[src/bmcs_pkg.sv]
// Shared constants and types for the binary mask confusion statistics block.
// Used by the interfaces, the controller, the datapath and the divider.
// Depends on nothing.
package bmcs_pkg;

  // Counter and fraction sizing.
  localparam int COUNT_BITS    = 24;
  localparam int FRACTION_BITS = 16;

  // Widths of the result fields on the output channel.
  localparam int CNT_OUT_W   = 24;
  localparam int RATIO_OUT_W = 17;
  localparam int PIX_W       = 8;

  // The F1 denominator 2TP + FP + FN needs two bits more than one count.
  localparam int DEN_BITS  = COUNT_BITS + 2;
  // A ratio of at most 1.0 has one integer bit plus the fraction bits.
  localparam int QUO_BITS  = FRACTION_BITS + 1;
  localparam int STEP_BITS = $clog2(QUO_BITS);

  localparam logic [COUNT_BITS-1:0] COUNT_MAX = {COUNT_BITS{1'b1}};
  localparam logic [PIX_W-1:0]      PIX_ZERO  = '0;
  localparam logic [PIX_W-1:0]      PIX_FULL  = {PIX_W{1'b1}};

  // Which ratio the shared divider works on.
  typedef enum logic [1:0] {
    SEL_SENS,
    SEL_SPEC,
    SEL_F1
  } div_sel_e;

  // Commands from the controller to the datapath.
  typedef struct packed {
    logic     count;
    logic     close;
    logic     div_start;
    div_sel_e div_sel;
    logic     res_store;
    logic     out_load;
  } ctrl_cmd_t;

  // Status from the datapath to the controller.
  typedef struct packed {
    logic div_done;
    logic out_free;
  } dp_stat_t;

endpackage

[src/bmcs_if.sv]
// Valid/ready channel interfaces for pixel pairs and frame results.
// Depends on bmcs_pkg for the field widths.

// Pixel pair channel.
interface bmcs_pix_if;
  logic                          valid;
  logic                          ready;
  logic [bmcs_pkg::PIX_W-1:0]    reference_pixel;
  logic [bmcs_pkg::PIX_W-1:0]    test_pixel;
  logic                          frame_end;

  modport source (output valid, reference_pixel, test_pixel, frame_end, input ready);
  modport sink   (input valid, reference_pixel, test_pixel, frame_end, output ready);
endinterface

// Frame result channel.
interface bmcs_res_if;
  logic                              valid;
  logic                              ready;
  logic [bmcs_pkg::CNT_OUT_W-1:0]    true_pos;
  logic [bmcs_pkg::CNT_OUT_W-1:0]    false_pos;
  logic [bmcs_pkg::CNT_OUT_W-1:0]    false_neg;
  logic [bmcs_pkg::CNT_OUT_W-1:0]    true_neg;
  logic [bmcs_pkg::RATIO_OUT_W-1:0]  balanced_accuracy;
  logic [bmcs_pkg::RATIO_OUT_W-1:0]  f1_score;
  logic                              accuracy_undefined;
  logic                              f1_undefined;
  logic                              count_saturated;

  modport source (output valid, true_pos, false_pos, false_neg, true_neg,
                  balanced_accuracy, f1_score, accuracy_undefined, f1_undefined,
                  count_saturated, input ready);
  modport sink   (input valid, true_pos, false_pos, false_neg, true_neg,
                  balanced_accuracy, f1_score, accuracy_undefined, f1_undefined,
                  count_saturated, output ready);
endinterface

[src/bmcs_divider.sv]
// Bit-serial restoring divider producing floor(num * 2^FRACTION_BITS / den).
// Assumes num <= den, so the quotient fits in QUO_BITS. Depends on bmcs_pkg.
module bmcs_divider (
  input  logic                           clk_i,
  input  logic                           rst_ni,
  input  logic                           start_i,
  input  logic [bmcs_pkg::DEN_BITS-1:0]  num_i,
  input  logic [bmcs_pkg::DEN_BITS-1:0]  den_i,
  output logic                           done_o,
  output logic [bmcs_pkg::QUO_BITS-1:0]  quo_o
);

  localparam int DW = bmcs_pkg::DEN_BITS;
  localparam int QW = bmcs_pkg::QUO_BITS;
  localparam int SW = bmcs_pkg::STEP_BITS;
  localparam logic [SW-1:0] STEP_LAST = SW'(QW - 1);

  logic          busy_q;
  logic          done_q;
  logic [SW-1:0] step_q;
  logic [DW:0]   rem_q;
  logic [DW-1:0] den_q;
  logic [QW-1:0] quo_q;

  logic          ge;
  logic [DW:0]   diff;

  // One quotient bit per cycle: compare, subtract, shift.
  always_comb begin
    ge   = (rem_q >= {1'b0, den_q});
    diff = ge ? (rem_q - {1'b0, den_q}) : rem_q;
  end

  // Control of the iteration.
  always_ff @(posedge clk_i or negedge rst_ni) begin
    if (!rst_ni) begin
      busy_q <= 1'b0;
      done_q <= 1'b0;
      step_q <= '0;
    end else begin
      done_q <= 1'b0;
      if (start_i) begin
        busy_q <= 1'b1;
        step_q <= '0;
      end else if (busy_q) begin
        step_q <= step_q + SW'(1);
        if (step_q == STEP_LAST) begin
          busy_q <= 1'b0;
          done_q <= 1'b1;
        end
      end
    end
  end

  // Remainder and quotient registers.
  always_ff @(posedge clk_i) begin
    if (start_i) begin
      rem_q <= {1'b0, num_i};
      den_q <= den_i;
      quo_q <= '0;
    end else if (busy_q) begin
      rem_q <= {diff[DW-1:0], 1'b0};
      quo_q <= {quo_q[QW-2:0], ge};
    end
  end

  assign done_o = done_q;
  assign quo_o  = quo_q;

endmodule

[src/bmcs_datapath.sv]
// Datapath: confusion counters, frame snapshot, ratio results and output register.
// Depends on bmcs_pkg, bmcs_res_if and bmcs_divider.
module bmcs_datapath (
  input  logic                         clk_i,
  input  logic                         rst_ni,
  input  logic [bmcs_pkg::PIX_W-1:0]   reference_pixel_i,
  input  logic [bmcs_pkg::PIX_W-1:0]   test_pixel_i,
  input  bmcs_pkg::ctrl_cmd_t          cmd_i,
  output bmcs_pkg::dp_stat_t           stat_o,
  bmcs_res_if.source                   res_o
);

  localparam int CW = bmcs_pkg::COUNT_BITS;
  localparam int DW = bmcs_pkg::DEN_BITS;
  localparam int QW = bmcs_pkg::QUO_BITS;

  logic [CW-1:0] tp_q, fp_q, fn_q, tn_q;
  logic          sat_q;
  logic [CW-1:0] tp_d, fp_d, fn_d, tn_d;
  logic          sat_d;

  logic [CW-1:0] snap_tp_q, snap_fp_q, snap_fn_q, snap_tn_q;
  logic          snap_sat_q;

  logic [QW-1:0] sens_q;
  logic [QW-1:0] ba_q;
  logic [QW-1:0] f1_q;
  logic [QW:0]   ba_sum;

  logic [CW:0]   tp_fn;
  logic [CW:0]   tn_fp;
  logic [DW-1:0] f1_den;
  logic [DW-1:0] div_num;
  logic [DW-1:0] div_den;
  logic          div_done;
  logic [QW-1:0] div_quo;
  logic          acc_undef;
  logic          f1_undef;
  logic          out_valid_q;

  // Saturating increment of a count.
  function automatic logic [CW-1:0] bump(input logic [CW-1:0] c);
    return (c < bmcs_pkg::COUNT_MAX) ? c + CW'(1) : c;
  endfunction

  // Next counter values for the current pixel pair.
  always_comb begin
    tp_d = tp_q;
    fp_d = fp_q;
    fn_d = fn_q;
    tn_d = tn_q;
    if (reference_pixel_i == bmcs_pkg::PIX_ZERO) begin
      if (test_pixel_i == bmcs_pkg::PIX_ZERO) tp_d = bump(tp_q);
      else                                    fp_d = bump(fp_q);
    end else begin
      if (test_pixel_i == bmcs_pkg::PIX_FULL) tn_d = bump(tn_q);
      else                                    fn_d = bump(fn_q);
    end
    sat_d = sat_q || (tp_d == bmcs_pkg::COUNT_MAX) || (fp_d == bmcs_pkg::COUNT_MAX) ||
            (fn_d == bmcs_pkg::COUNT_MAX) || (tn_d == bmcs_pkg::COUNT_MAX);
  end

  // Running counters; cleared after the last pixel of a frame.
  always_ff @(posedge clk_i or negedge rst_ni) begin
    if (!rst_ni) begin
      tp_q  <= '0;
      fp_q  <= '0;
      fn_q  <= '0;
      tn_q  <= '0;
      sat_q <= 1'b0;
    end else if (cmd_i.close) begin
      tp_q  <= '0;
      fp_q  <= '0;
      fn_q  <= '0;
      tn_q  <= '0;
      sat_q <= 1'b0;
    end else if (cmd_i.count) begin
      tp_q  <= tp_d;
      fp_q  <= fp_d;
      fn_q  <= fn_d;
      tn_q  <= tn_d;
      sat_q <= sat_d;
    end
  end

  // Snapshot of the closed frame, including its last pixel.
  always_ff @(posedge clk_i) begin
    if (cmd_i.close) begin
      snap_tp_q  <= tp_d;
      snap_fp_q  <= fp_d;
      snap_fn_q  <= fn_d;
      snap_tn_q  <= tn_d;
      snap_sat_q <= sat_d;
    end
  end

  // Denominators and operand selection for the shared divider.
  always_comb begin
    tp_fn  = {1'b0, snap_tp_q} + {1'b0, snap_fn_q};
    tn_fp  = {1'b0, snap_tn_q} + {1'b0, snap_fp_q};
    f1_den = {1'b0, snap_tp_q, 1'b0} + DW'(snap_fp_q) + DW'(snap_fn_q);
    unique case (cmd_i.div_sel)
      bmcs_pkg::SEL_SENS: begin
        div_num = DW'(snap_tp_q);
        div_den = DW'(tp_fn);
      end
      bmcs_pkg::SEL_SPEC: begin
        div_num = DW'(snap_tn_q);
        div_den = DW'(tn_fp);
      end
      bmcs_pkg::SEL_F1: begin
        div_num = {1'b0, snap_tp_q, 1'b0};
        div_den = f1_den;
      end
      default: begin
        div_num = '0;
        div_den = '0;
      end
    endcase
    acc_undef = (tp_fn == '0) || (tn_fp == '0);
    f1_undef  = (snap_tp_q == '0);
    ba_sum    = {1'b0, sens_q} + {1'b0, div_quo};
  end

  bmcs_divider u_divider (
    .clk_i   (clk_i),
    .rst_ni  (rst_ni),
    .start_i (cmd_i.div_start),
    .num_i   (div_num),
    .den_i   (div_den),
    .done_o  (div_done),
    .quo_o   (div_quo)
  );

  // Ratio results as each division finishes.
  always_ff @(posedge clk_i) begin
    if (cmd_i.res_store) begin
      case (cmd_i.div_sel)
        bmcs_pkg::SEL_SENS: sens_q <= div_quo;
        bmcs_pkg::SEL_SPEC: ba_q   <= ba_sum[QW:1];
        default:            f1_q   <= div_quo;
      endcase
    end
  end

  // Output register valid flag.
  always_ff @(posedge clk_i or negedge rst_ni) begin
    if (!rst_ni) begin
      out_valid_q <= 1'b0;
    end else if (cmd_i.out_load) begin
      out_valid_q <= 1'b1;
    end else if (res_o.ready) begin
      out_valid_q <= 1'b0;
    end
  end

  // Output payload register.
  always_ff @(posedge clk_i) begin
    if (cmd_i.out_load) begin
      res_o.true_pos           <= bmcs_pkg::CNT_OUT_W'(snap_tp_q);
      res_o.false_pos          <= bmcs_pkg::CNT_OUT_W'(snap_fp_q);
      res_o.false_neg          <= bmcs_pkg::CNT_OUT_W'(snap_fn_q);
      res_o.true_neg           <= bmcs_pkg::CNT_OUT_W'(snap_tn_q);
      res_o.balanced_accuracy  <= acc_undef ? '0 : bmcs_pkg::RATIO_OUT_W'(ba_q);
      res_o.f1_score           <= f1_undef ? '0 : bmcs_pkg::RATIO_OUT_W'(f1_q);
      res_o.accuracy_undefined <= acc_undef;
      res_o.f1_undefined       <= f1_undef;
      res_o.count_saturated    <= snap_sat_q;
    end
  end

  assign res_o.valid     = out_valid_q;
  assign stat_o.div_done = div_done;
  assign stat_o.out_free = !out_valid_q || res_o.ready;

endmodule

[src/bmcs_ctrl.sv]
// Controller: pixel acceptance, division sequencing and result hand-off.
// Depends on bmcs_pkg.
module bmcs_ctrl (
  input  logic                 clk_i,
  input  logic                 rst_ni,
  input  logic                 in_valid_i,
  input  logic                 frame_end_i,
  output logic                 in_ready_o,
  input  bmcs_pkg::dp_stat_t   stat_i,
  output bmcs_pkg::ctrl_cmd_t  cmd_o
);

  typedef enum logic [1:0] {
    ST_COUNT,
    ST_DIV,
    ST_OUT
  } state_e;

  state_e             state_q, state_d;
  bmcs_pkg::div_sel_e sel_q, sel_d;
  logic               issue_q, issue_d;
  logic               accept;

  // Next state and commands.
  always_comb begin
    state_d = state_q;
    sel_d   = sel_q;
    issue_d = 1'b0;
    accept  = 1'b0;
    cmd_o   = '0;
    cmd_o.div_sel   = sel_q;
    cmd_o.div_start = issue_q;
    in_ready_o      = 1'b0;
    unique case (state_q)
      ST_COUNT: begin
        in_ready_o  = 1'b1;
        accept      = in_valid_i;
        cmd_o.count = accept;
        cmd_o.close = accept && frame_end_i;
        if (accept && frame_end_i) begin
          state_d = ST_DIV;
          sel_d   = bmcs_pkg::SEL_SENS;
          issue_d = 1'b1;
        end
      end
      ST_DIV: begin
        if (stat_i.div_done) begin
          cmd_o.res_store = 1'b1;
          unique case (sel_q)
            bmcs_pkg::SEL_SENS: begin
              sel_d   = bmcs_pkg::SEL_SPEC;
              issue_d = 1'b1;
            end
            bmcs_pkg::SEL_SPEC: begin
              sel_d   = bmcs_pkg::SEL_F1;
              issue_d = 1'b1;
            end
            default: state_d = ST_OUT;
          endcase
        end
      end
      ST_OUT: begin
        cmd_o.out_load = stat_i.out_free;
        if (stat_i.out_free) state_d = ST_COUNT;
      end
      default: state_d = ST_COUNT;
    endcase
  end

  // State and sequencing registers.
  always_ff @(posedge clk_i or negedge rst_ni) begin
    if (!rst_ni) begin
      state_q <= ST_COUNT;
      sel_q   <= bmcs_pkg::SEL_SENS;
      issue_q <= 1'b0;
    end else begin
      state_q <= state_d;
      sel_q   <= sel_d;
      issue_q <= issue_d;
    end
  end

endmodule

[src/binary_mask_confusion_stats_unit.sv]
// Binary mask confusion statistics: counts pixel pairs of a frame into four
// bins and reports the counts, balanced accuracy and F1 at frame end.
//
// Channels: pix_i takes one pixel pair per beat (reference, test, frame_end);
// res_o gives one result beat per frame. A beat moves when valid and ready
// are both high.
// Throughput: one pixel beat per cycle while counting. The beat flagged
// frame_end closes the frame; the three ratios then run one after another
// on a shared bit-serial divider, and pix_i is not ready during that time.
// The result beat becomes valid in the same cycle in which pixel beats
// are accepted again.
// Stalls: the result sits in an output register; pixels of the next frame
// keep streaming while it waits. A further frame end holds pix_i off past
// its divisions only while its result would overwrite one still not taken.
// Reset: counters, saturation flag and the output valid clear at once;
// the block accepts pixels from the first cycle after reset.
// Depends on bmcs_pkg, bmcs_if, bmcs_ctrl, bmcs_datapath and bmcs_divider.
module binary_mask_confusion_stats_unit (
  input  logic       clk_i,
  input  logic       rst_ni,
  bmcs_pix_if.sink   pix_i,
  bmcs_res_if.source res_o
);

  bmcs_pkg::ctrl_cmd_t cmd;
  bmcs_pkg::dp_stat_t  stat;

  // Sequencing of counting, division and result hand-off.
  bmcs_ctrl u_ctrl (
    .clk_i       (clk_i),
    .rst_ni      (rst_ni),
    .in_valid_i  (pix_i.valid),
    .frame_end_i (pix_i.frame_end),
    .in_ready_o  (pix_i.ready),
    .stat_i      (stat),
    .cmd_o       (cmd)
  );

  // Counters, divider and result registers.
  bmcs_datapath u_datapath (
    .clk_i             (clk_i),
    .rst_ni            (rst_ni),
    .reference_pixel_i (pix_i.reference_pixel),
    .test_pixel_i      (pix_i.test_pixel),
    .cmd_i             (cmd),
    .stat_o            (stat),
    .res_o             (res_o)
  );

endmodule

[src/flat_wrapper.sv]
// flat-port wrapper written by rule: the top's interface ports become plain ports
module binary_mask_confusion_stats_unit_flat 
  (clk_i, rst_ni, pix_i_valid, pix_i_reference_pixel, pix_i_test_pixel, pix_i_frame_end, pix_i_ready, res_o_valid, res_o_true_pos, res_o_false_pos, res_o_false_neg, res_o_true_neg, res_o_balanced_accuracy, res_o_f1_score, res_o_accuracy_undefined, res_o_f1_undefined, res_o_count_saturated, res_o_ready);
  bmcs_pix_if pix_i_i ();
  bmcs_res_if res_o_i ();
  input  logic clk_i;
  input  logic rst_ni;
  input wire logic [$bits(pix_i_i.valid)-1:0] pix_i_valid;
  input wire logic [$bits(pix_i_i.reference_pixel)-1:0] pix_i_reference_pixel;
  input wire logic [$bits(pix_i_i.test_pixel)-1:0] pix_i_test_pixel;
  input wire logic [$bits(pix_i_i.frame_end)-1:0] pix_i_frame_end;
  output wire logic [$bits(pix_i_i.ready)-1:0] pix_i_ready;
  output wire logic [$bits(res_o_i.valid)-1:0] res_o_valid;
  output wire logic [$bits(res_o_i.true_pos)-1:0] res_o_true_pos;
  output wire logic [$bits(res_o_i.false_pos)-1:0] res_o_false_pos;
  output wire logic [$bits(res_o_i.false_neg)-1:0] res_o_false_neg;
  output wire logic [$bits(res_o_i.true_neg)-1:0] res_o_true_neg;
  output wire logic [$bits(res_o_i.balanced_accuracy)-1:0] res_o_balanced_accuracy;
  output wire logic [$bits(res_o_i.f1_score)-1:0] res_o_f1_score;
  output wire logic [$bits(res_o_i.accuracy_undefined)-1:0] res_o_accuracy_undefined;
  output wire logic [$bits(res_o_i.f1_undefined)-1:0] res_o_f1_undefined;
  output wire logic [$bits(res_o_i.count_saturated)-1:0] res_o_count_saturated;
  input wire logic [$bits(res_o_i.ready)-1:0] res_o_ready;
  assign pix_i_i.valid = pix_i_valid;
  assign pix_i_i.reference_pixel = pix_i_reference_pixel;
  assign pix_i_i.test_pixel = pix_i_test_pixel;
  assign pix_i_i.frame_end = pix_i_frame_end;
  assign pix_i_ready = pix_i_i.ready;
  assign res_o_valid = res_o_i.valid;
  assign res_o_true_pos = res_o_i.true_pos;
  assign res_o_false_pos = res_o_i.false_pos;
  assign res_o_false_neg = res_o_i.false_neg;
  assign res_o_true_neg = res_o_i.true_neg;
  assign res_o_balanced_accuracy = res_o_i.balanced_accuracy;
  assign res_o_f1_score = res_o_i.f1_score;
  assign res_o_accuracy_undefined = res_o_i.accuracy_undefined;
  assign res_o_f1_undefined = res_o_i.f1_undefined;
  assign res_o_count_saturated = res_o_i.count_saturated;
  assign res_o_i.ready = res_o_ready;
  binary_mask_confusion_stats_unit u_core (.clk_i(clk_i), .rst_ni(rst_ni), .pix_i(pix_i_i), .res_o(res_o_i));
endmodule
[config.mk]
export PLATFORM = sky130hd
export DESIGN_NAME = binary_mask_confusion_stats_unit_flat
export DESIGN_NICKNAME = d
export VERILOG_FILES = /design/src/bmcs_pkg.sv /design/src/bmcs_if.sv /design/src/bmcs_divider.sv /design/src/bmcs_datapath.sv /design/src/bmcs_ctrl.sv /design/src/binary_mask_confusion_stats_unit.sv /design/src/flat_wrapper.sv
export SDC_FILE = /design/constraint.sdc
export NUM_CORES = 1
export LEC_CHECK = 0
export BUFFER_PORTS_ARGS = -buffer_cell sky130_fd_sc_hd__buf_2
export CAP_MARGIN = 20
export CORE_AREA = 2 2 243 245
export CTS_BUF_LIST = sky130_fd_sc_hd__clkbuf_16
export CTS_CLUSTER_SIZE = 24
export DETAILED_ROUTE_END_ITERATION = 16
export DIE_AREA = 0 0 245 247
export GPL_TIMING_DRIVEN = 0
export HOLD_SLACK_MARGIN = 0.05
export PLACE_DENSITY = 0.59
export SLEW_MARGIN = 25
export SYNTH_ARGS = -nofsm -noshare
export SYNTH_HDL_FRONTEND = slang
export SYNTH_SLANG_ARGS = --single-unit
[constraint.sdc]
create_clock -name clk_i -period 20.8 [get_ports clk_i]
set_input_delay 2.08 -clock clk_i [delete_from_list [all_inputs] [get_ports clk_i]]
set_output_delay 2.08 -clock clk_i [all_outputs]
set_load 0.05 [all_outputs]
# Word level (Yosys, flattened, before mapping)
# Cells that the tools add are included.
# Widths: inputs -> output; s select.
[word_totals]
reg_bits = 461
inputBits = 21
output_inout_bits = 135
elab_cells = 145
[op_classes]
addsub = 11
n_lt_le_gt_ge = 5
n_eq_ne = 15
n_mux = 55
n_bitwise = 1
reduce_logical = 25
[op_table]
columns = ["operator", "count"]
rows = [
  ["$mux 24", 20],
  ["$add 24x1->24 const B", 4],
  ["$eq 24x24->1 const B", 4],
  ["$lt 24x24->1 const B", 4],
  ["$mux 26", 3],
  ["$pmux 26 s3", 1],
  ["$pmux 25 s3", 1],
  ["$add 24x24->25", 2],
  ["$logic_not 25->1", 2],
  ["$ge 27x26->1", 1],
  ["$add 25x24->26", 1],
  ["$add 26x24->26", 1],
  ["$sub 26x26->26", 1],
  ["$logic_not 24->1", 1],
  ["$add 17x17->18", 1],
  ["$mux 1", 17],
  ["$logic_not 8->1", 2],
  ["$mux 2", 7],
  ["$mux 5", 2],
  ["$eq 8x8->1 const B", 1],
  ["$ne 2x2->1 const B", 4],
  ["$pmux 2 s2", 2],
  ["$reduce_and 4->1", 2],
  ["$reduce_bool 2->1", 4],
  ["other kinds (14)", 24],
]

# Longest topological paths before layout
# Gate-level depths: netlist (run 1).
[logic_depth]
depth_word = 11
depth_mapped = 14
mapped_depth_nobuf = 14

# Modules after synthesis
# Synthesis (run 1) repeated with hierarchy kept, for this count alone.
[hier_totals]
cells_unflattened = 2535
hier_area_um2 = 26673.1
[by_module_without_submodules]
columns = ["mod", "n_inst", "cells_each", "area_per_inst_um2", "seq_area_each_um2"]
rows = [
  ["bmcs_datapath", 1, 2058, 21862.2, 10890.4],
  ["bmcs_divider", 1, 449, 4535.6, 2097.0],
  ["bmcs_ctrl", 1, 28, 275.3, 125.1],
]

# Worst setup path after synthesis (run 1)
# No wires, ideal clock.
[synth_path]
path_kind = "input-to-reg"
startpoint = "in res_o_ready"
endpoint = "reg u_core.u_datapath.res_o.accuracy_undefined (enable)"
setup_time_ns = 0.643
t_arrival_ns = 8.062
required_ns = 20.157
path_slack_ns = 12.096
cell_stages = 2
n_path_buf = 0
cell_sequence = "nand2b_1 -> nor2b_1"
[synth_lines]
columns = ["element", "line_no", "text"]
rows = [
  ["start, declared", "flat_wrapper.sv:23", "input wire logic [$bits(res_o_i.ready)-1:0] res_o_ready;"],
  ["end signal, assigned", "bmcs_datapath.sv:166", "res_o.accuracy_undefined <= acc_undef;"],
  ["end, declared", "bmcs_if.sv:31", "balanced_accuracy, f1_score, accuracy_undefined, f1_undefined,"],
]

# Worst setup path in the final report (run 1)
[layout_path]
startpoint = "in pix_i_reference_pixel[1]"
endpoint = "reg u_core.u_datapath.sat_q"
[layout_between]
elab_cells_between_ends = 15
cone_classes = "eq/ne: 4; mux: 6; reduce/logical: 5"
[layout_lines]
columns = ["element", "line_no", "text"]
rows = [
  ["start, declared", "flat_wrapper.sv:9", "input wire logic [$bits(pix_i_i.reference_pixel)-1:0] pix_i_reference_pixel;"],
  ["$logic_not 8->1", "bmcs_datapath.sv:52", "if (reference_pixel_i == bmcs_pkg::PIX_ZERO) begin"],
  ["$mux 24", "bmcs_datapath.sv:52", ""],
  ["net u_core.u_datapath.fp_d[16]", "bmcs_datapath.sv:19", "logic [CW-1:0] tp_d, fp_d, fn_d, tn_d;"],
  ["$eq 24x24->1", "bmcs_datapath.sv:59", "sat_d = sat_q || (tp_d == bmcs_pkg::COUNT_MAX) || (fp_d == bmcs_pkg::COUNT_MAX) ||"],
  ["$logic_or 1x1->1 (2 in a row)", "bmcs_datapath.sv:59", ""],
  ["$logic_or 1x1->1", "bmcs_datapath.sv:60", "(fn_d == bmcs_pkg::COUNT_MAX) || (tn_d == bmcs_pkg::COUNT_MAX);"],
  ["net u_core.u_datapath.sat_d", "bmcs_datapath.sv:20", "logic sat_d;"],
  ["$mux 1", "bmcs_datapath.sv:77", "end else if (cmd_i.count) begin"],
  ["$mux 1", "bmcs_datapath.sv:71", "end else if (cmd_i.close) begin"],
  ["end signal, assigned", "bmcs_datapath.sv:82", "sat_q <= sat_d;"],
  ["end, declared", "bmcs_datapath.sv:18", "logic sat_q;"],
]
# The timed path passes the listed nets, and every way through them passes these cells. The select of a mux whose other input is x is not followed.
# A chain may end at the register's enable or synchronous reset.

==> impl_results.md, run 1 <==
* Total power per unit cell area at 106 nW/um2
* Final max-slew violation count at 0
* Actual slew at the worst max-slew pin at 1050 ps
* Crit path arrival time at slightly below 6000 ps
* Critical-path cell list: buf_2 > or4_1 > a211oi_1 > and2_1 > o211ai_1 > xnor2_1 > and4b_1 > nor4bb_1 > a211oi_2 > o41ai_2 > a21boi_1
* Tot Pwr at 3.11 mW
* Number of placement rows at just under 90
* Starting Density at between 40 and 50%
* Count of flip-flops with a built-in enable after synthesis at ~330
* Global Route Usage Sum at a little over a quarter
* Net count reported at finish at 2,713
* Main synth FF type: edfxtp_1
* Fraction of final layout cells with drive strength greater than 1 at 12.6%
* Library cell occupying the most area in the post-synthesis netlist: edfxtp_1
* Number of detailed-route iterations in the first pass at 6
* CTS clk-pin slew, worst paths at ~60 ps
* Highest clock rate at about 0.19 GHz
* Register with the most flip-flops: u_core.u_datapath.u_divider.rem_q
* Cts-stage hold buffer count at 0
* Number of instances on the worst hold path at 0
* Yosys warns at 0
* Maximum number of pins on one net before global-route repair at between 80 and 90
* Antenna diode count at 0
* Cell class contributing the biggest share of worst-path delay: simple AND/OR/NAND/NOR gates
* Class of the tightest hold or removal check: reg2reg
* Remaining global-route overflow at 0
* Outcome: finished, final reports clean
* Area occupied by multi-input gates at ~12,000 um2
* Initial antenna violation count at 1
* FF/Latch Area at ~13,000 um2
* Number of H-tree levels at 2
* Number of buffers added by the clock tree synthesis step at roughly 50
* Leakage at around 11 nW
* Antenna viol nets, final at 0
* Clock insertion delay at the later pin of the skew report at between 600 and 700 ps
* Total wire length at 78,500 um
* Slew Limit Headroom at between 20 and 30%
* Placed Instance Area at between 20,000 and 30,000 um2
* Delay of the slowest cell on the worst path at 750 ps
* Final Cell Area at between 20,000 and 30,000 um2
* Crit path depth at 11
* Logic depth of the worst register-to-register path at 13
* Top-Level Pins at between 150 and 200
* Number of clock sinks seen by CTS at 461
* Crit path max-delay cell type: a211oi_1
* Minimum clock period at around 5300 ps
* Yosys reg bits at 461
* Global-route wire length before repair at about 120,000 um
* CTS resizes at 0
* Via count of the first global-routing pass at approximately 19,000
* Remaining design rule violation count at 0
* Setup TNS at 0 ps
* VDD IR max at 71.4 uV
* TritonCTS clock tree: built
* Via total after detailed routing at a little under 20,000
* Worst setup EP type: flop
* Number of DRC violations after detailed-routing iteration 0 at 1,712
* Startpoint types: input pin
* RSZ-0062 raised after global routing: false
* Total setup buffers inserted after CTS at 0
* Share of Yosys cell area claimed by the top area cell type at between 30% and 40%
* Buf+Inv Stages, Crit Path at 1
* Area delta synth->final at 14.4%
* GP Congestion at a little under 1
* Routed length per instance at 23.4 um
* Final Core Density at about half
* Vias per std cell at 5.78
* Post-detail-place hpwl at around 60,000 um
* Largest register FFs at 27
* Setup Crit Path Kind: in2reg
* Number of instances in the synthesized netlist at between 2,000 and 2,500
* Max cap viols at 0
* Master cell of the clock root buffer: clkbuf_16
* Die X at roughly 250 um
* Distinct cells, synth at 96
* Total of endpoints with negative setup slack in the final report at 0
* Final cycle utilization of the critical path at 25.5%
* CP Data Required Time at 21,320 ps
* Number of buffers inserted by port buffering at roughly 160
* Top cells by area in the synthesized netlist: edfxtp_1, dfrtp_1, ha_1, xnor2_1, mux2i_1
* Number of hold-slack violations in the final timing report at 0
* Number of nets in the synthesized netlist at roughly 2,500
* Final-layout fill cell count at 5,131
* Die area at 60,500 um2
* Critical Path Fanout Max at 6
* Post-synthesis sequential area ratio at about 51%
* Bufs on Longest Clock Path at 3
* Synth async-reset ratio at 23.9%
* Chip height at 247 um
* Regs by FF count: u_core.u_datapath.u_divider.rem_q (27), u_core.u_datapath.u_divider.den_q (26)
* Syn Std Cell Area at 25,800 um2
* Syn_area_per_cell at around 11 um2
* Core Box Area at 58,200 um2
* Worst clock skew at around 52 ps
## layout by cell type, fill, tap and decap left out, drive strengths merged, types with 21 or more instances in the layout
cell type and instances:
a21o 33, xor2 63, nand2 176, ha 121, o21ai 133, a21oi 116
xnor2 113, clkinv 23, buf 196, nor2b 36, o22ai 21, and2 24
a22o 48, mux2i 92, dfrtp 110, nand4 43, nor4 28, and3 25
nor2 167, nand3 63, clkbuf 116, fa 28, a211oi 22, inv 100
edfxtp 333, nor3 66
## where the power goes
group / internal (mW) / total (mW) / leakage (nW) / switching [mW]
combinational: 0.382 / 0.966 / 5.90 / 0.584
clock: 0.556 / 0.930 / 0.851 / 0.374
sequential: 1.13 / 1.21 / 4.70 / 0.0855
## kinds of logic (layout without fill, tap and decap cells)
kind of cell,count (synthesis),count (layout),synth area share [%]
xor gates and xnor gates,176,176,5.98
buffers and inverters,193,448,2.98
muxes,98,98,3.84
adders and majority gates,149,149,8.05
DFF,461,461,50.9
and+or+nand+nor,720,720,14.3
AOI/OAI and AO/OA,530,530,13.9
## metal layers
layer | global-route usage (%) | wire length [um] | share of wire [%] | vias up
met5 | 0 | 10 | 0.013 | -
met4 | 10.4 | 3210 | 4.1 | 2
met2 | 43.4 | 37500 | 48 | 607
met1 | 34.2 | 33700 | 43 | 9542
met3 | 3.85 | 3990 | 5.1 | 143
li1 | - | - | - | 9114
## per-stage QoR
| stage | hold WS (ps) | setup slack, ps | cells |
|---|---|---|---|
| after floorplan | 400 | 12100 | 2327 |
| after global placement | 415 | 9420 | 3255 |
| after detailed placement | 416 | 14870 | 3265 |
| after CTS | 430 | 15510 | 3355 |
| after global routing | 448 | 15440 | 3355 |
| final | 424 | 15500 | 3355 |
## path summary, 6_finish.rpt
check / slack [ps] / end / startpoint
max: 15500 / u_core.u_datapath.sat_q$_DFFE_PN0P_ / pix_i_reference_pixel[1]
min: 420 / u_core.u_datapath.res_o.count_saturated$_DFFE_PP_ / u_core.u_datapath.snap_sat_q$_DFFE_PP_
max reg2reg: 15700 / u_core.u_datapath.res_o.balanced_accuracy[14]$_SDFFCE_PP0P_ / u_core.u_datapath.snap_tp_q[0]$_DFFE_PP_
min reg2reg: 420 / u_core.u_datapath.res_o.count_saturated$_DFFE_PP_ / u_core.u_datapath.snap_sat_q$_DFFE_PP_
max in group asynchronous: 18670 / u_core.u_ctrl.issue_q$_DFF_PN0_ / rst_ni
min in group asynchronous: 1320 / u_core.u_datapath.tp_q[4]$_DFFE_PN0P_ / rst_ni
## worst reg2reg max path, delay by kind of cell, from the launching register on
| kind | cells | cell delay, ps |
|---|---|---|
| fa+ha+maj | 2 | 770 |
| buf+inv | 1 | 310 |
| xor+xnor | 1 | 210 |
| flops | 1 | 600 |
| simple gates | 6 | 2050 |
| compound gates | 3 | 900 |
## synth_stat cells, types with 13 or more instances
| library cell | instances |
|---|---|
| edfxtp_1 | 333 |
| nand2_1 | 176 |
| nor2_1 | 165 |
| o21ai_0 | 132 |
| ha_1 | 121 |
| a21oi_1 | 115 |
| xnor2_1 | 113 |
| dfrtp_1 | 110 |
| inv_1 | 94 |
| mux2i_1 | 92 |
| clkbuf_1 | 65 |
| nand3_1 | 63 |
| xor2_1 | 63 |
| nor3_1 | 62 |
| a22o_1 | 48 |
| nand4_1 | 42 |
| nor2b_1 | 36 |
| a21o_1 | 33 |
| fa_1 | 28 |
| and3_1 | 25 |
| and2_1 | 24 |
| nor4_1 | 24 |
| o22ai_1 | 21 |
| a211oi_1 | 19 |
| and4_1 | 18 |
| buf_2 | 18 |
| dfxtp_1 | 18 |
| o21a_1 | 18 |
| nand2b_1 | 17 |
| o211ai_1 | 17 |
| a31oi_1 | 14 |
| o21bai_1 | 13 |
## layout make-up
cell class              instances  share of cell area (%)
flip-flops and latches        461                    44.5
multi-input cells            1673                    40.4
clock buffers                  49                    4.16
repair buffers                165                    3.38
well taps                     773                    3.28
clock inverters                41                    1.66
plain buffers                  98                    1.40
inverters                      95                    1.23
No activity file was read; power rests on OpenSTA's default activity.
==> run 2: changes to the inputs <==
clock period = 5.3 ns   (was 20.8 ns; I/O delays follow)
==> impl_results.md, run 2 (synthesis gave the netlist of run 1 again) <==
* Switching part of the total power at approximately 34%
* Cell internal power dissipation at ~8 mW
* Die X at around 250 um
* Final Cell Area at slightly below 30,000 um2
* Number of detailed-route iterations in the first pass at 5
* Number of placement rows at between 80 and 90
* Non-filler cells, final at between 3,000 and 4,000
* VDD IR max at 234 uV
* Regs by FF count: u_core.u_datapath.u_divider.rem_q (27), u_core.u_datapath.u_divider.den_q (26)
* Area delta synth->final at 13.8%
* Via total after detailed routing at ~20,000
* Worst hold margin at roughly 270 ps
* Minimum clock period at 5010 ps
* Outcome: finished, final reports clean
* Final cycle utilization of the critical path at 94.6%
* Die area at around 61,000 um2
* Net count reported at finish at 2,712
* Crit path arrival time at ~5400 ps
* Setup Crit Path Kind: reg2reg
* Placed Instance Area at 27,700 um2
* Remaining global-route overflow at 0
* Number of hold-slack violations in the final timing report at 0
* Post-detail-place hpwl at ~60,000 um
* Via count of the first global-routing pass at 18,700
* Routed length per instance at about 24 um
* Number of H-tree levels at 2
* Number of clock sinks seen by CTS at 461
* Fraction of final layout cells with drive strength greater than 1 at 12.2%
* GP Congestion at 0.982
* Total power per unit cell area at a little over 400 nW/um2
* Initial antenna violation count at 1
* Core Box Area at slightly below 60,000 um2
* Number of buffers added by the clock tree synthesis step at 48
* Vias per std cell at around 5.8
* Number of buffers inserted by port buffering at 155
* Leakage at approximately 11 nW
* Critical Path Fanout Max at 10
* Final-layout fill cell count at about 5,200
* Startpoint types: flop
* CTS clk-pin slew, worst paths at 60 ps
* TritonCTS clock tree: built
* Clock insertion delay at the later pin of the skew report at 610 ps
* Total wire length at around 79,000 um
* Remaining design rule violation count at 0
* Combinational share of power at 32.1%
* Chip height at between 200 and 250 um
* Sw power at a little over 4 mW
* Final max-slew violation count at 0
* Global-route wire length before repair at ~120,000 um
* Starting Density at between 40% and 50%
* Leading cell type in the layout, fill and taps excluded: edfxtp_1
* Setup TNS at 0 ps
* Highest clock rate at 0.199 GHz
* Leading cell types in the layout, fill and taps excluded: edfxtp_1, nand2_1, buf_2, nor2_1, o21ai_0
* Bufs on Longest Clock Path at 3
* Worst clock skew at slightly above 20 ps
* Worst setup EP type: flop
* Antenna viol nets, final at 0
* Actual slew at the worst max-slew pin at 1040 ps
* Master cell of the clock root buffer: clkbuf_16
* Largest register FFs at 27
* Slew Limit Headroom at between 30% and 40%
* Reg-to-reg slack, setup at 290 ps
* Total of endpoints with negative setup slack in the final report at 0
* Sequential share of power at 39.9%
* Register with the most flip-flops: u_core.u_datapath.u_divider.rem_q
* Number of DRC violations after detailed-routing iteration 0 at 1,804
* CP Data Required Time at about 5700 ps
* Max cap viols at 0
* Final Core Density at between 50 and 60%
* Global Route Usage Sum at 26.1%
* Inst Count DP at between 3,000 and 4,000
* RSZ-0062 raised after global routing: false
* Top-Level Pins at ~160
* Class of the tightest hold or removal check: in2reg
* Clock Power Share at between 20% and 30%
* Maximum number of pins on one net before global-route repair at 79
[run 2: path summary, 6_finish.rpt]
path	to	from	depth (start not counted)
hold reg to reg	u_core.u_datapath.res_o.count_saturated$_DFFE_PP_	u_core.u_datapath.snap_sat_q$_DFFE_PP_	0
min in group asynchronous	u_core.u_datapath.fn_q[7]$_DFFE_PN0P_	rst_ni	2
setup / recovery	u_core.u_datapath.res_o.balanced_accuracy[12]$_SDFFCE_PP0P_	u_core.u_datapath.snap_tn_q[0]$_DFFE_PP_	13
setup reg to reg	u_core.u_datapath.res_o.balanced_accuracy[12]$_SDFFCE_PP0P_	u_core.u_datapath.snap_tn_q[0]$_DFFE_PP_	13
hold / removal	u_core.u_datapath.res_o.valid$_DFFE_PN0P_	res_o_ready	3
max in group asynchronous	u_core.u_ctrl.issue_q$_DFF_PN0_	rst_ni	3
[run 2: power by group through the flow]
stage,Sequential (mW),Combinational (mW),Clock [mW]
floorplan,4.69,2.78,0
global placement,4.83,3.68,0
detailed placement,4.83,3.76,0
CTS,4.76,3.79,3.42
global route,4.80,4.20,3.56
finish,4.77,3.83,3.36
[run 2: cell type report]
class                   instances  area [um2]  area share [%]
diodes                          1        2.50         0.00854
flip-flops and latches        461       13100            44.7
plain buffers                  98         412            1.40
clock buffers                  48        1200            4.10
inverters                      95         362            1.23
repair buffers                165        1000            3.41
multi-input cells            1673       11900            40.6
clock inverters                40         359            1.23
well taps                     773         967            3.30
[run 2: per-stage QoR]
stage	worst slack, ps	power [mW]
after global placement	-1010	8.50
after floorplan	625	7.46
final	286	12.0
after global routing	246	12.6
after detailed placement	289	8.59
after CTS	266	12.0
[run 2: routing by layer]
metal | GRT usage, % | vias to the layer above | share of wire, %
li1 | - | 9117 | -
met4 | 10.9 | 2 | 4.4
met2 | 42.6 | 589 | 47
met5 | 0 | - | 0.018
met1 | 35.2 | 9661 | 44
met3 | 3.25 | 145 | 4.9
[run 2: worst max-delay path, cell delays in order, from the launching register on]
cell,delay [ps]
edfxtp_1,570
ha_1,310
fa_1,430
a211oi_1,400
o211ai_2,200
nand2_1,210
xor2_1,390
o2111ai_1,240
nor4bb_1,590
o211ai_1,180
nor4_1,380
a41oi_2,390
buf_2,300
and2_1,170
[run 2: timing repair]
action	4_1_cts	5_1_grt
setup endpoints to repair	0	0
hold endpoints to repair	32	0
gates resized for setup	0	0
hold buffers	1	0
setup buffers	0	0
==> run 3: changes to the inputs <==
PLACE_DENSITY = 0.62   (was 0.59)
RECOVER_POWER = 50   (was unset)
clock period = 4.25 ns   (was 5.3 ns; I/O delays follow)
==> impl_results.md, run 3 (synthesis gave the netlist of run 1 again) <==
* Core Box Area at approximately 58,000 um2
* Max cap viols at 3
* CP Data Required Time at approximately 4600 ps
* Bufs on Longest Clock Path at 3
* VDD IR max at approximately 370 uV
* Sequential share of power at between 30% and 40%
* Logic depth of the worst register-to-register path at 14
* Routed length per instance at roughly 23 um
* Final Cell Area at approximately 29,000 um2
* Actual slew at the worst max-slew pin at between 2000 and 2500 ps
* Clock Power Share at 28.6%
* Final max-slew violation count at 76
* Final-layout fill cell count at slightly above 5,000
* Critical Path Fanout Max at 4
* Number of detailed-route iterations in the first pass at 5
* Regs by FF count: u_core.u_datapath.u_divider.rem_q (27), u_core.u_datapath.u_divider.den_q (26)
* Register with the most flip-flops: u_core.u_datapath.u_divider.rem_q
* Number of placement rows at 89
* Post-detail-place hpwl at about 60,000 um
* Area delta synth->final at 14.2%
* Class of the tightest hold or removal check: in2reg
* Final cycle utilization of the critical path at 96.3%
* Slew Limit Headroom at -34.7%
* Number of buffers added by the clock tree synthesis step at a little under 50
* Cell internal power dissipation at 9.81 mW
* Fraction of final layout cells with drive strength greater than 1 at approximately 8.3%
* Via count of the first global-routing pass at ~19,000
* Startpoint types: flop
* Worst setup EP type: flop
* Number of hold-slack violations in the final timing report at 0
* GP Congestion at ~0.95
* Worst flop-to-flop path endpoint: u_core.u_datapath.u_divider.den_q[21]$_DFFE_PP_
* Largest register FFs at 27
* TritonCTS clock tree: built
* CP startpoint: u_core.u_datapath.snap_tp_q[0]$_DFFE_PP_
* Crit path to: u_core.u_datapath.u_divider.den_q[21]$_DFFE_PP_
* Remaining global-route overflow at 0
* Minimum clock period at ~4100 ps
* Master cell of the clock root buffer: clkbuf_16
* Combinational share of power at between 30% and 40%
* Via total after detailed routing at ~20,000
* Vias per std cell at 5.86
* RSZ-0062 raised after global routing: false
* Highest clock rate at about 0.24 GHz
* Number of H-tree levels at 2
* Remaining design rule violation count at 0
* Maximum number of pins on one net before global-route repair at 80
* Number of DRC violations after detailed-routing iteration 0 at ~1,600
* Number of clock sinks seen by CTS at ~460
* Sw power at about 5.3 mW
* Leakage at approximately 11 nW
* Chip height at ~250 um
* Worst clock skew at between 20 and 30 ps
* Antenna diode count at 0
* Top-Level Pins at 156
* Die X at between 200 and 250 um
* Setup Crit Path Kind: reg2reg
* Placed Instance Area at 27,700 um2
* Crit path arrival time at about 4500 ps
* Total wire length at a little under 80,000 um
* Die area at ~61,000 um2
* Clock insertion delay at the later pin of the skew report at approximately 620 ps
* Total power per unit cell area at 513 nW/um2
* Initial antenna violation count at 0
* Reg-to-reg slack, setup at about 160 ps
* Starting Density at around 44%
* Number of buffers inserted by port buffering at approximately 160
* Min setup slack post-route at approximately 160 ps
* Global-route wire length before repair at about 120,000 um
* Global Route Usage Sum at 26.1%
* Outcome: finished, violations left
* Total of endpoints with negative setup slack in the final report at 0
* Critical R2R Launch: u_core.u_datapath.snap_tp_q[0]$_DFFE_PP_
* Switching part of the total power at 35.0%
* Net count reported at finish at 2,732
* Leading cell types in the layout, fill and taps excluded: edfxtp_1, clkbuf_1, nand2_1, nor2_1, o21ai_0
* Antenna viol nets, final at 0
* Number of instances on the worst hold path at 3
* Worst Setup Slack post-DPL at -728 ps
* Tot Pwr at around 15 mW
* Leading cell type in the layout, fill and taps excluded: edfxtp_1
* CTS clk-pin slew, worst paths at 60 ps
* Violated checks: max-capacitance violations, max-slew violations
-- run 3: metal layers --
| layer | routed length (um) | global-route usage (%) |
|---|---|---|
| met5 | 0 | 0 |
| met4 | 4060 | 12.7 |
| met3 | 4420 | 3.47 |
| met2 | 37200 | 42.9 |
| met1 | 33500 | 34.1 |
-- run 3: worst min-delay path by stage --
stage	start	endpoint	slack, ps
final	res_o_ready	u_core.u_datapath.res_o.valid$_DFFE_PN0P_	170
after global routing	res_o_ready	u_core.u_datapath.res_o.valid$_DFFE_PN0P_	140
after CTS	res_o_ready	u_core.u_datapath.res_o.valid$_DFFE_PN0P_	140
after detailed placement	rst_ni	u_core.u_datapath.fn_q[8]$_DFFE_PN0P_	320
after global placement	u_core.u_datapath.snap_sat_q$_DFFE_PP_	u_core.u_datapath.res_o.count_saturated$_DFFE_PP_	410
after floorplan	rst_ni	u_core.u_ctrl.issue_q$_DFF_PN0_	130
-- run 3: repair_timing --
| action | 4_1_cts | 5_1_grt |
|---|---|---|
| resized for setup | 8 | 18 |
| endpoints found under the setup margin | 20 | 21 |
| pin swaps | 3 | 5 |
| hold endpoints to repair | 31 | 0 |
| hold buffers | 1 | 0 |
| buffers inserted | 11 | 8 |
-- run 3: stage by stage --
stage          utilization (%)  cells  TNS [ps]  hold slack [ps]
2_1_floorplan                -   2327         0              129
3_3_place_gp              47.2   3255    -99790              409
3_5_place_dp              47.6   3264    -11550              317
4_1_cts                   50.7   3368         0              144
5_1_grt                   50.5   3376         0              140
6_report                  50.5   3376         0              168
-- run 3: final cells by class --
class	count	area, um2	area share, %
plain buffers	98	412	1.40
clock buffers	49	1230	4.17
clock inverters	43	410	1.40
inverters	95	362	1.23
multi-input cells	1673	12000	41.0
flip-flops and latches	461	13100	44.6
well taps	773	967	3.29
repair buffers	184	875	2.97
-- run 3: critical path: stages (launching register included) --
cell and delay (ps):
edfxtp_1 520, fa_1 580, ha_1 190, inv_1 70, fa_1 400, nor2b_1 160
o31a_1 200, o31ai_2 100, a21oi_1 420, o211ai_1 210, a31oi_1 310, nor2_1 90
xor2_1 150, a211o_1 320, o31ai_1 140
-- run 3: power by group through the flow --
| stage | combinational (mW) | clock (mW) | sequential, mW |
|---|---|---|---|
| after detailed placement | 4.72 | 0 | 6.02 |
| after floorplan | 3.46 | 0 | 5.84 |
| after global placement | 4.59 | 0 | 6.01 |
| final | 4.85 | 4.31 | 5.92 |
| after CTS | 4.77 | 4.40 | 5.92 |
| after global routing | 5.31 | 4.59 | 5.97 |
